===== config.mk =====
export PLATFORM = sky130hd
export DESIGN_NAME = packet_message_fifo
export DESIGN_NICKNAME = d
export VERILOG_FILES = /design/src/rtl/core/pmf_pkg.sv /design/src/rtl/core/pmf_front.sv /design/src/rtl/core/pmf_out_queue.sv /design/src/rtl/core/pmf_engine.sv /design/src/rtl/core/packet_message_fifo.sv
export SDC_FILE = /design/constraint.sdc
export NUM_CORES = 2
export LEC_CHECK = 0
export CORE_MARGIN = 2
export CORE_UTILIZATION = 55
export DETAILED_ROUTE_END_ITERATION = 16
export DONT_BUFFER_PORTS = 1
export GPL_TIMING_DRIVEN = 1
export HOLD_SLACK_MARGIN = 0.05
export PLACE_DENSITY = 0.68
export SETUP_SLACK_MARGIN = 0.05
export SLEW_MARGIN = 5
export SYNTH_ARGS = -nofsm -noshare
export SYNTH_HDL_FRONTEND = slang
export SYNTH_SLANG_ARGS = --single-unit

===== constraint.sdc =====
create_clock -name clk -period 10.7 [get_ports clk]
set_input_delay 0 -clock clk [delete_from_list [all_inputs] [get_ports clk]]
set_output_delay 0 -clock clk [all_outputs]
set_load 0.005 [all_outputs]

===== src/rtl/core/pmf_pkg.sv =====
package pmf_pkg;

	// default sizes, overridable at the top level
	localparam int DEF_QUEUE_DEPTH   = 4;
	localparam int DEF_MESSAGE_BYTES = 64;

	// decoupling queues
	localparam int CMD_DEPTH = 2;
	localparam int OUT_DEPTH = 4;
	localparam int OQ_LW     = $clog2(OUT_DEPTH + 1);

	// item kind codes on the request port
	localparam logic KIND_WRITE = 1'b0;
	localparam logic KIND_READ  = 1'b1;

	// result status codes
	localparam logic [2:0] ST_OK       = 3'd0;
	localparam logic [2:0] ST_FULL     = 3'd1;
	localparam logic [2:0] ST_TOO_LONG = 3'd2;
	localparam logic [2:0] ST_EMPTY    = 3'd3;
	localparam logic [2:0] ST_LIMIT    = 3'd4;

	typedef enum logic {
		OP_WRITE,
		OP_READ
	} op_t;

	typedef enum logic [1:0] {
		DROP_NONE,
		DROP_FULL,
		DROP_LONG
	} drop_t;

	typedef enum logic {
		ENG_IDLE,
		ENG_STREAM
	} eng_state_t;

	typedef struct packed {
		logic       kind;
		logic [7:0] data_byte;
		logic       byte_present;
		logic       end_of_message;
		logic [7:0] read_limit;
	} in_item_t;

	typedef struct packed {
		logic [2:0] status;
		logic [7:0] out_byte;
		logic       out_byte_valid;
		logic       out_last;
		logic [6:0] message_length;
		logic [2:0] occupancy;
		logic       is_full;
		logic       is_empty;
	} out_item_t;

	// classified item handed from front to back
	typedef struct packed {
		op_t        op;
		logic [7:0] data_byte;
		logic       byte_present;
		logic       end_of_message;
		logic [7:0] read_limit;
	} cmd_t;

	// result queue status seen by the engine
	typedef struct packed {
		logic [OQ_LW-1:0] level;
		logic             full;
	} oq_status_t;

	function automatic logic [2:0] drop_status(drop_t d);
		logic [2:0] s;
		case (d)
			DROP_NONE: s = ST_OK;
			DROP_FULL: s = ST_FULL;
			DROP_LONG: s = ST_TOO_LONG;
			default:   s = ST_OK;
		endcase
		return s;
	endfunction

endpackage


===== src/rtl/core/pmf_front.sv =====
module pmf_front (
	input  logic              clk,
	input  logic              arst_n,
	input  logic              push,
	output logic              full,
	input  pmf_pkg::in_item_t request,
	output logic              cmd_valid,
	output pmf_pkg::cmd_t     cmd,
	input  logic              cmd_take
);
	import pmf_pkg::*;

	localparam int PTRW = (CMD_DEPTH > 1) ? $clog2(CMD_DEPTH) : 1;
	localparam int LVLW = $clog2(CMD_DEPTH + 1);

	cmd_t            buf_q [CMD_DEPTH];
	logic [PTRW-1:0] wr_q;
	logic [PTRW-1:0] rd_q;
	logic [LVLW-1:0] level_q;
	cmd_t            cls;
	logic            do_push;
	logic            do_pop;

	// classify the incoming item
	always_comb begin
		cls.op             = (request.kind == KIND_READ) ? OP_READ : OP_WRITE;
		cls.data_byte      = request.data_byte;
		cls.byte_present   = request.byte_present;
		cls.end_of_message = request.end_of_message;
		cls.read_limit     = request.read_limit;
	end

	assign full      = (level_q == LVLW'(CMD_DEPTH));
	assign cmd_valid = (level_q != '0);
	assign cmd       = buf_q[rd_q];
	assign do_push   = push && !full;
	assign do_pop    = cmd_take && cmd_valid;

	// command storage
	always_ff @(posedge clk) begin
		if (do_push) begin
			buf_q[wr_q] <= cls;
		end
	end

	// pointers and fill level
	always_ff @(posedge clk or negedge arst_n) begin
		if (!arst_n) begin
			wr_q    <= '0;
			rd_q    <= '0;
			level_q <= '0;
		end else begin
			if (do_push) begin
				wr_q <= (wr_q == PTRW'(CMD_DEPTH - 1)) ? '0 : wr_q + 1'b1;
			end
			if (do_pop) begin
				rd_q <= (rd_q == PTRW'(CMD_DEPTH - 1)) ? '0 : rd_q + 1'b1;
			end
			case ({do_push, do_pop})
				2'b10:   level_q <= level_q + 1'b1;
				2'b01:   level_q <= level_q - 1'b1;
				default: level_q <= level_q;
			endcase
		end
	end

endmodule


===== src/rtl/core/pmf_out_queue.sv =====
module pmf_out_queue (
	input  logic                clk,
	input  logic                arst_n,
	input  logic                res_push,
	input  pmf_pkg::out_item_t  res_item,
	output pmf_pkg::oq_status_t oq,
	output logic                empty,
	input  logic                pop,
	output pmf_pkg::out_item_t  result
);
	import pmf_pkg::*;

	localparam int PTRW = (OUT_DEPTH > 1) ? $clog2(OUT_DEPTH) : 1;

	out_item_t        buf_q [OUT_DEPTH];
	logic [PTRW-1:0]  wr_q;
	logic [PTRW-1:0]  rd_q;
	logic [OQ_LW-1:0] level_q;
	logic             do_pop;

	assign empty    = (level_q == '0);
	assign result   = buf_q[rd_q];
	assign oq.level = level_q;
	assign oq.full  = (level_q == OQ_LW'(OUT_DEPTH));
	assign do_pop   = pop && !empty;

	// result storage
	always_ff @(posedge clk) begin
		if (res_push) begin
			buf_q[wr_q] <= res_item;
		end
	end

	// pointers and fill level
	always_ff @(posedge clk or negedge arst_n) begin
		if (!arst_n) begin
			wr_q    <= '0;
			rd_q    <= '0;
			level_q <= '0;
		end else begin
			if (res_push) begin
				wr_q <= (wr_q == PTRW'(OUT_DEPTH - 1)) ? '0 : wr_q + 1'b1;
			end
			if (do_pop) begin
				rd_q <= (rd_q == PTRW'(OUT_DEPTH - 1)) ? '0 : rd_q + 1'b1;
			end
			case ({res_push, do_pop})
				2'b10:   level_q <= level_q + 1'b1;
				2'b01:   level_q <= level_q - 1'b1;
				default: level_q <= level_q;
			endcase
		end
	end

endmodule


===== src/rtl/core/pmf_engine.sv =====
module pmf_engine #(
	parameter int QUEUE_DEPTH   = pmf_pkg::DEF_QUEUE_DEPTH,
	parameter int MESSAGE_BYTES = pmf_pkg::DEF_MESSAGE_BYTES
) (
	input  logic                clk,
	input  logic                arst_n,
	input  logic                cmd_valid,
	input  pmf_pkg::cmd_t       cmd,
	output logic                cmd_take,
	input  pmf_pkg::oq_status_t oq,
	output logic                res_push,
	output pmf_pkg::out_item_t  res_item
);
	import pmf_pkg::*;

	localparam int SW        = $clog2(QUEUE_DEPTH);
	localparam int CW        = $clog2(QUEUE_DEPTH + 1);
	localparam int FW        = $clog2(MESSAGE_BYTES + 1);
	localparam int PW        = (MESSAGE_BYTES > 1) ? $clog2(MESSAGE_BYTES) : 1;
	localparam int AW        = SW + PW;
	localparam int MEM_DEPTH = 1 << AW;

	// message byte store, addressed by {slot, position}
	logic [7:0]    slot_mem [MEM_DEPTH];

	// queue state
	eng_state_t    state_q, state_d;
	logic [SW-1:0] head_q, head_d;
	logic [SW-1:0] tail_q, tail_d;
	logic [CW-1:0] count_q, count_d;
	logic [FW-1:0] fill_q, fill_d;
	drop_t         drop_q, drop_d;
	logic [FW-1:0] len_q [QUEUE_DEPTH];

	// read streaming
	logic [SW-1:0] rd_slot_q, rd_slot_d;
	logic [FW-1:0] rd_pos_q, rd_pos_d;
	logic [FW-1:0] rd_len_q, rd_len_d;
	logic          valid_s1;
	logic [7:0]    byte_s1;
	logic          last_s1;

	// combinational helpers
	drop_t         drop_w;
	logic [FW-1:0] fill_w;
	logic [CW-1:0] count_w;
	logic [FW-1:0] head_len;
	logic          mem_we;
	logic          len_we;
	logic          rd_issue;
	logic          last_issue;
	logic [AW-1:0] mem_waddr;
	logic [AW-1:0] mem_raddr;

	assign head_len  = len_q[head_q];
	assign mem_waddr = {tail_q, fill_q[PW-1:0]};
	assign mem_raddr = {rd_slot_q, rd_pos_q[PW-1:0]};

	// next state and results
	always_comb begin
		state_d    = state_q;
		head_d     = head_q;
		tail_d     = tail_q;
		fill_d     = fill_q;
		drop_d     = drop_q;
		rd_slot_d  = rd_slot_q;
		rd_pos_d   = rd_pos_q;
		rd_len_d   = rd_len_q;
		drop_w     = drop_q;
		fill_w     = fill_q;
		count_w    = count_q;
		cmd_take   = 1'b0;
		mem_we     = 1'b0;
		len_we     = 1'b0;
		rd_issue   = 1'b0;
		last_issue = 1'b0;
		res_push   = 1'b0;
		res_item   = '0;

		case (state_q)
			ENG_IDLE: begin
				if (cmd_valid && !valid_s1 && !oq.full) begin
					cmd_take          = 1'b1;
					res_push          = 1'b1;
					res_item.out_last = 1'b1;
					case (cmd.op)
						OP_WRITE: begin
							// full check on the first item of a message
							if (fill_q == '0 && drop_q == DROP_NONE &&
								count_q == CW'(QUEUE_DEPTH)) begin
								drop_w = DROP_FULL;
							end
							if (cmd.byte_present && drop_w == DROP_NONE) begin
								if (fill_q == FW'(MESSAGE_BYTES)) begin
									drop_w = DROP_LONG;
								end else begin
									mem_we = 1'b1;
									fill_w = fill_q + 1'b1;
								end
							end
							res_item.status         = drop_status(drop_w);
							res_item.message_length = 7'(fill_w);
							if (cmd.end_of_message) begin
								if (drop_w == DROP_NONE) begin
									len_we  = 1'b1;
									tail_d  = (tail_q == SW'(QUEUE_DEPTH - 1)) ?
										'0 : tail_q + 1'b1;
									count_w = count_q + 1'b1;
								end
								fill_d = '0;
								drop_d = DROP_NONE;
							end else begin
								fill_d = fill_w;
								drop_d = drop_w;
							end
						end
						OP_READ: begin
							if (count_q == '0) begin
								res_item.status = ST_EMPTY;
							end else if (9'(head_len) > 9'(cmd.read_limit)) begin
								res_item.status         = ST_LIMIT;
								res_item.message_length = 7'(head_len);
							end else begin
								head_d  = (head_q == SW'(QUEUE_DEPTH - 1)) ?
									'0 : head_q + 1'b1;
								count_w = count_q - 1'b1;
								res_item.status         = ST_OK;
								res_item.message_length = 7'(head_len);
								if (head_len != '0) begin
									// bytes follow from the streaming stage
									res_push  = 1'b0;
									state_d   = ENG_STREAM;
									rd_slot_d = head_q;
									rd_pos_d  = '0;
									rd_len_d  = head_len;
								end
							end
						end
						default: ;
					endcase
					res_item.occupancy = 3'(count_w);
					res_item.is_full   = (count_w == CW'(QUEUE_DEPTH));
					res_item.is_empty  = (count_w == '0);
				end
			end
			ENG_STREAM: begin
				// issue a byte read only when the result queue has a slot for it
				if ((OQ_LW + 1)'(oq.level) + (OQ_LW + 1)'(valid_s1) <
					(OQ_LW + 1)'(OUT_DEPTH)) begin
					rd_issue   = 1'b1;
					last_issue = ((rd_pos_q + 1'b1) == rd_len_q);
					rd_pos_d   = rd_pos_q + 1'b1;
					if (last_issue) begin
						state_d = ENG_IDLE;
					end
				end
			end
			default: state_d = ENG_IDLE;
		endcase

		// byte read from the store in the previous cycle
		if (valid_s1) begin
			res_push                = 1'b1;
			res_item.status         = ST_OK;
			res_item.out_byte       = byte_s1;
			res_item.out_byte_valid = 1'b1;
			res_item.out_last       = last_s1;
			res_item.message_length = 7'(rd_len_q);
			res_item.occupancy      = 3'(count_q);
			res_item.is_full        = (count_q == CW'(QUEUE_DEPTH));
			res_item.is_empty       = (count_q == '0);
		end

		count_d = count_w;
	end

	// byte store, registered read
	always_ff @(posedge clk) begin
		if (mem_we) begin
			slot_mem[mem_waddr] <= cmd.data_byte;
		end
		if (rd_issue) begin
			byte_s1 <= slot_mem[mem_raddr];
			last_s1 <= last_issue;
		end
	end

	// state register
	always_ff @(posedge clk or negedge arst_n) begin
		if (!arst_n) begin
			state_q   <= ENG_IDLE;
			head_q    <= '0;
			tail_q    <= '0;
			count_q   <= '0;
			fill_q    <= '0;
			drop_q    <= DROP_NONE;
			rd_slot_q <= '0;
			rd_pos_q  <= '0;
			rd_len_q  <= '0;
			valid_s1  <= 1'b0;
		end else begin
			state_q   <= state_d;
			head_q    <= head_d;
			tail_q    <= tail_d;
			count_q   <= count_d;
			fill_q    <= fill_d;
			drop_q    <= drop_d;
			rd_slot_q <= rd_slot_d;
			rd_pos_q  <= rd_pos_d;
			rd_len_q  <= rd_len_d;
			valid_s1  <= rd_issue;
		end
	end

	// stored lengths
	always_ff @(posedge clk or negedge arst_n) begin
		if (!arst_n) begin
			for (int i = 0; i < QUEUE_DEPTH; i++) begin
				len_q[i] <= '0;
			end
		end else if (len_we) begin
			len_q[tail_q] <= fill_w;
		end
	end

	// checks
	a_count_range: assert property (@(posedge clk) disable iff (!arst_n)
		count_q <= CW'(QUEUE_DEPTH))
		else $error("stored message count above queue depth");

	a_fill_range: assert property (@(posedge clk) disable iff (!arst_n)
		fill_q <= FW'(MESSAGE_BYTES))
		else $error("fill position past slot size");

	a_s1_from_stream: assert property (@(posedge clk) disable iff (!arst_n)
		valid_s1 |-> $past(state_q) == ENG_STREAM)
		else $error("byte stage valid without a streaming read");

	a_no_overflow: assert property (@(posedge clk) disable iff (!arst_n)
		res_push |-> !oq.full)
		else $error("result pushed into a full result queue");

endmodule


===== src/rtl/core/packet_message_fifo.sv =====
// Message FIFO: a ring of QUEUE_DEPTH slots of MESSAGE_BYTES bytes each.
// Request channel (push/full): an item with kind 0 writes one message byte,
// end_of_message commits the message; kind 1 reads the oldest message if
// its length is at most read_limit. An item is taken when push && !full.
// Result channel (empty/pop): the oldest result sits on the result port
// while empty is low and leaves when pop && !empty.
// A write item gives one result; a read gives one result per byte (one
// result for an empty message or an error). Each result carries occupancy.
// A write item passes the command queue; the engine takes it from there
// and pushes its result into the result queue in the same cycle. A read's
// bytes also pass the byte store, which has a registered read.
// Throughput: writes run at one item per cycle while the result queue has
// room; a read streams its bytes through the store's single read port, and
// the engine takes no new item until the last byte is pushed.
// A stalled receiver fills the 4-entry result queue, then the engine stops,
// then the 2-entry command queue fills and full rises.
// Reset clears pointers, counts, stored lengths and both queues at once.
module packet_message_fifo #(
	parameter int QUEUE_DEPTH   = pmf_pkg::DEF_QUEUE_DEPTH,
	parameter int MESSAGE_BYTES = pmf_pkg::DEF_MESSAGE_BYTES
) (
	input  logic               clk,
	input  logic               arst_n,
	input  logic               push,
	output logic               full,
	input  pmf_pkg::in_item_t  request,
	output logic               empty,
	input  logic               pop,
	output pmf_pkg::out_item_t result
);
	import pmf_pkg::*;

	logic       cmd_valid;
	cmd_t       cmd;
	logic       cmd_take;
	oq_status_t oq;
	logic       res_push;
	out_item_t  res_item;

	// accept and classify
	pmf_front u_front (
		.clk       (clk),
		.arst_n    (arst_n),
		.push      (push),
		.full      (full),
		.request   (request),
		.cmd_valid (cmd_valid),
		.cmd       (cmd),
		.cmd_take  (cmd_take)
	);

	// message store and read streaming
	pmf_engine #(
		.QUEUE_DEPTH   (QUEUE_DEPTH),
		.MESSAGE_BYTES (MESSAGE_BYTES)
	) u_engine (
		.clk       (clk),
		.arst_n    (arst_n),
		.cmd_valid (cmd_valid),
		.cmd       (cmd),
		.cmd_take  (cmd_take),
		.oq        (oq),
		.res_push  (res_push),
		.res_item  (res_item)
	);

	// results toward the receiver
	pmf_out_queue u_out_queue (
		.clk      (clk),
		.arst_n   (arst_n),
		.res_push (res_push),
		.res_item (res_item),
		.oq       (oq),
		.empty    (empty),
		.pop      (pop),
		.result   (result)
	);

endmodule


; ---- Word-level counts from Yosys, hierarchy flattened
; Memory sizes are Yosys's and may differ from the RTL's. A register that Yosys moved wholly into a read port is not among the register bits.
; Index checks and enable logic that the tools add are counted.
[op_classes]
add_sub_neg = 15
muxes = 91
n_bitwise = 6
eq_ne = 22
n_reduce_logical = 31
order_cmp = 5
[ops]
columns = cell, n
row1 = 7-bit 2-to-1 mux, 16
row2 = 1-bit 2-to-1 mux, 37
row3 = 3-bit 2-to-1 mux, 10
row4 = 28-bit bitwise mux, 1
row5 = 2-bit 2-to-1 mux, 14
row6 = 7-bit case mux with 2 select lines, 2
row7 = 13-bit 2-to-1 mux, 2
row8 = 25-bit 2-to-1 mux, 1
row9 = 3-bit case mux with 2 select lines, 3
row10 = 2-bit equality test (second input constant), 8
row11 = 7-bit by 1-bit adder with 7-bit output (second input constant), 2
row12 = 7-bit binary-select mux with 2-bit select, 1
row13 = 7-bit demux with 2-bit select, 1
row14 = 6-bit AND reduction, 2
row15 = 2-bit by 1-bit adder with 2-bit output (second input constant), 5
row16 = 5-bit AND reduction, 2
row17 = 3-bit equality test (second input constant), 3
row18 = 1-bit logical AND, 9
row19 = 3-bit zero test, 3
row20 = 7-bit by 8-bit greater-than comparator with 1-bit output, 1
row21 = 2-bit case mux with 2 select lines, 2
row22 = 7-bit equality test, 1
row23 = 7-bit equality test (second input constant), 1
row24 = 7-bit zero test, 1
row25 = 20 further kinds, 42
[word_totals]
out_inout_bits = 27
ff_bits = 74
ram_bits = 2186
inputBits = 23
word_cells = 194
n_memories = 3
[mem_list]
columns = name, words, word_bits, rd, rd_clocked_by_memory_dff, write_ports, line_no
row1 = u_engine.slot_mem, 256, 8, 1, 1, 1, pmf_engine.sv:24  ; logic [7:0] slot_mem [MEM_DEPTH];
row2 = u_out_queue.buf_q, 4, 25, 1, 0, 1, pmf_out_queue.sv:15  ; out_item_t buf_q [OUT_DEPTH];
row3 = u_front.buf_q, 2, 19, 1, 0, 1, pmf_front.sv:16  ; cmd_t buf_q [CMD_DEPTH];

; ---- Longest topological paths before layout
[depth]
depth_word = 23
ltp_mapped = 16
ltp_nobuf = 15

; ---- Cells and area by module
; Synthesis repeated with hierarchy kept, for this count alone.
[hier_totals]
hier_cells = 4244
hier_area_um2 = 88522.4
[modules_own_cells]
columns = mod, cells_per_inst, area_per_inst_um2, instances, seq_area_each_um2
row1 = pmf_engine, 3996, 82874.5, 1, 63320.7
row2 = pmf_out_queue, 171, 4083.9, 1, 3178.0
row3 = pmf_front, 77, 1564.0, 1, 1241.2

; ---- Worst setup path after synthesis
; Ideal clock, no wire load.
[synth_path]
path_kind = reg2reg
from = register u_front.rd_q
to = memory u_out_queue.buf_q[0][0] (netlist bit), enable pin
t_arrival_ps = 3394
setup_slack_ps = 6896
stages_incl_launch_ff = 11
path_buffers = 2
setup_time_ps = 410
synth_period_minus_slack_ps = 3804
required_time_ps = 10290
path_cell_list = dfrtp_1 buf_2 buf_1 mux2_2 ha_1 nand3_1 o221a_2 a21oi_1 a21oi_1 nor2_1 nor2b_1
[synth_between]
elab_chain_len = 10
[synth_lines]
columns = element, line_no
row1 = from (decl), pmf_front.sv:18  ; logic [PTRW-1:0] rd_q;
row2 = from (signal assigned), pmf_front.sv:57  ; rd_q <= (rd_q == PTRW'(CMD_DEPTH - 1)) ? '0 : rd_q + 1'b1;
row3 = memory read 2 x 19 bit *, -
row4 = 7-bit by 8-bit greater-than comparator with 1-bit output, pmf_engine.sv:120  ; end else if (9'(head_len) > 9'(cmd.read_limit)) begin
row5 = 1-bit 2-to-1 mux, pmf_engine.sv:120
row6 = 1-bit 2-to-1 mux, pmf_engine.sv:118  ; if (count_q == '0) begin
row7 = 1-bit 2-to-1 mux *, pmf_engine.sv:86  ; case (cmd.op)
row8 = 1-bit 2-to-1 mux *, pmf_engine.sv:82  ; if (cmd_valid && !valid_s1 && !oq.full) begin
row9 = 1-bit 2-to-1 mux *, pmf_engine.sv:80  ; case (state_q)
row10 = 1-bit 2-to-1 mux *, pmf_engine.sv:162  ; if (valid_s1) begin
row11 = 1-bit 2-to-1 mux *, pmf_out_queue.sv:29  ; if (res_push) begin
row12 = 1-bit 2-to-1 mux (not written as such) *, pmf_out_queue.sv:30  ; buf_q[wr_q] <= res_item;
row13 = to (decl), pmf_out_queue.sv:15
; Mark *: on every way between the ends. The rest lies on a longest branch, timed or not.

==> metrics.cfg <==
[routing]
drtPass1Iterations = 6
drt.antenna.violating_nets = 0
detail_route.wl_per_cell_um = 30.5
wirelength_mm = 209
drcViolationCount = 0
detailroute.via_count = 44000
viasPerCell = 6.42
drt_iter0_markers = 5603

[setup_path]
timing.rr.end = u_engine.byte_s1[6]
crit_path_start_kind = register
buffers_and_inverters_on_the_worst_path = 2
timing.critical_path.arrival_ps = 5990
cp-startpoint = u_engine.rd_pos_q[1]
critical_path.endpoint = u_engine.byte_s1[6]
max_stage_delay_ps = 1090
worstSetupPathType = reg -> reg
ff2ff_setup_slack_ps = 5270
timing.critical_path.slowest_stage_cell = nor3_1
cp_num_cells = 8
critical_path_peak_fanout = 109
setup.worst_path.end_class = register
critPathRequiredTime_ps = 11260
cp_cell_sequence = buf_4 > buf_12 > mux4_2 > a22o_1 > a221oi_1 > o22ai_1 > nor3_1 > nor4_1
worst_reg2reg_startpoint = u_engine.rd_pos_q[1]
r2r.worst_path.cells = 8
critPathTopFamily = buffers and inverters

[floorplan]
fp-row-count = 147
fp.dieArea_sq_mm = 0.164
boundaryPins = 50
die_height_um = 405
floorplan.initialDensity_pct = 55.3
design.core.area_sq_mm = 0.160
die_x_um = 405

[final_layout]
multiInputGateArea_sq_mm = 0.0198
most-common-layout-cells = 2,195 x edfxtp_1, 464 x mux4_2, 317 x nor2_1
layoutNonFillerInstCount = 6854
finalCoreUtilization_pct = 61.6
num-fill-cells = 11100
drive_above_1_share_pct = 20.5
syn_to_final_growth_pct = 11.4
finish.net_count = 4553
register_area_sq_mm = 0.0678
mostFrequentLayoutCell = edfxtp_1

[place]
place.gp.congestion = 0.834
post-dp-hpwl_mm = 120
placedCellCount = 6393
port_buffers = 0

[synth]
ys_async_sr_fraction_pct = 3.22
synth_seq_cells = 2268
synth_cells = 4409
synthesis.nets = 4460
synth_top_area_share_pct = 74.3
post_synth_num_cell_types = 71
ys_warn_count = 0
synth-edff-count = 2195
ys_top_cells_by_area = edfxtp_1 74%, mux4_2 12%, dfrtp_1 2.1%
netlist_area_sq_mm = 0.0887
synth_ff_type = edfxtp_1
syn_avg_cell_area_sq_um = 20.1
synth_sequential_area_ratio_pct = 76.4
yosysTopAreaCell = edfxtp_1

[cts]
cts_clk_pin_slew_worst_paths_ps = 70
insertion_delay_ps = 870
clock_tree.buffer_depth = 3
cts_tree = yes
root_buffer = clkbuf_16
numCtsBuffers = 219
cts_resized = 0
tritoncts_num_sinks = 2268
htree_num_levels = 4

[grt]
antenna_found_initial = 10
grt_use_total_pct = 25.8
grt_overflow_total = 0
grt_start_max_net_pins = 162
global_route.peak_usage_layer = met2
grt_util_met1_pct = 37.3
gr-usage-met2_pct = 40.3
grt_first_pass_wirelength_mm = 305
grt_pass1_vias = 43800
gr-usage-met3_pct = 4.58

[min_path]
min_delay_path_depth = 2
timing.hold.worst.class = in -> reg

[sta]
relSlewSlack_pct = 12.3
post-route-period-util_pct = 50.8
achievable-frequency_mhz = 184
tightestPinTransition_ps = 1300
maxSlewViolCount = 0
fin_tns_setup_ps = 0
clock_tree_skew_after_final_layout_ps = 47.3
period_minus_slack_ps = 5430
setup_failing_eps_final = 0
finalHoldViolations = 0
unrepaired_setup_endpoints_after_global_routing = no

[power_and_ir_drop]
power_density_mw_per_mm2 = 271
vdd.ir_drop.worst_mv = 0.487
leakagePower_nw = 31.3

[outcome]
run_status = complete, no violations

[flow_run]
number_of_max_capacitance_violations_reported = 0

==> registers in the layout, summed over array words and instances (netlist names), 2 cells and up <==
signal	flops
u_engine.rd_len_q	7
u_engine.count_q	3
u_engine.slot_mem	2048
u_engine.byte_s1	8
u_engine.head_q	2
u_engine.fill_q	7
u_out_queue.level_q	3
u_front.level_q	2
u_engine.tail_q	2
u_engine.rd_slot_q	2
u_out_queue.rd_q	2
u_front.buf_q	38
u_engine.drop_q	2
u_out_queue.buf_q	100
u_engine.len_q	28
u_out_queue.wr_q	2
u_engine.rd_pos_q	7
==> logic make-up after synthesis <==
family,after synthesis,share of synthesized area [%]
compound gates,501,3.98
xor+xnor,27,0.267
fa+ha+maj,28,0.404
buf+inv,279,1.49
flops,2268,76.4
mux,691,14.4
simple gates,615,3.03
==> per-layer routing <==
layer / share of wire (%) / wire length, um
met3: 8.8 / 18400
met1: 40 / 83400
met2: 48 / 101000
met5: 0.011 / 24
met4: 3.2 / 6650
==> stage by stage <==
stage                     hold WS [ps]  area [sq um]  setup slack, ps  total power, mW
after floorplan                   -296         88700             6900             16.5
after global placement            -294         91000             5330             19.1
after detailed placement          -294         91000             5380             19.2
after CTS                          270         98800             5380             26.9
after global routing               348         98800             5230             27.7
final                              349         98800             5270             26.8
==> cell usage after synthesis, drive strengths merged (18+ instances only) <==
master / n
ha: 27
mux2i: 180
a221oi: 18
dfrtp: 73
nor2b: 27
nor2: 321
a211oi: 33
o21ai: 32
nand2: 127
o22ai: 32
edfxtp: 2195
mux2: 47
mux4: 464
nor3: 42
nand3: 19
buf: 124
a22o: 19
clkbuf: 133
o221ai: 33
a21oi: 107
inv: 20
a22oi: 167
==> report_power, final <==
part / internal, mW / leakage, nW / switching, mW
Combinational: 2.66 / 7.13 / 4.84
Clock: 4.40 / 3.49 / 3.33
Sequential: 11.2 / 20.7 / 0.374
Total: 18.2 / 31.3 / 8.55
==> worst min path at each step <==
| stage | from | to | slack [ps] |
|---|---|---|---|
| finish | request[6] | u_front.buf_q[0][6] | 350 |
| global route | request[6] | u_front.buf_q[0][6] | 350 |
| CTS | request[17] | u_front.buf_q[0][17] | 270 |
| detailed placement | arst_n | u_out_queue.rd_q[0] | -290 |
| global placement | arst_n | u_out_queue.rd_q[1] | -290 |
| floorplan | arst_n | u_engine.count_q[0] | -300 |
==> worst reg2reg max path, stage by stage (launching register included) <==
cell,delay [ps]
dfrtp_4,800
buf_4,810
buf_12,540
mux4_2,580
a22o_1,230
a221oi_1,630
o22ai_1,250
nor3_1,1100
nor4_1,190
==> what timing repair did <==
action / CTS / global route
endpoints found under the hold margin: 157 / 0
hold buffers: 48 / 0
buffers inserted: 0 / 0
==> area by class of cell <==
type,instances,share of cell area [%]
multi-input cells,1862,20.0
clock buffers,254,5.68
inverters,22,0.0836
repair buffers,129,1.21
flip-flops and latches,2268,68.6
clock inverters,154,1.65
well taps,2160,2.74
diodes,5,0.0127
No activity file was read; power rests on OpenSTA's default activity.
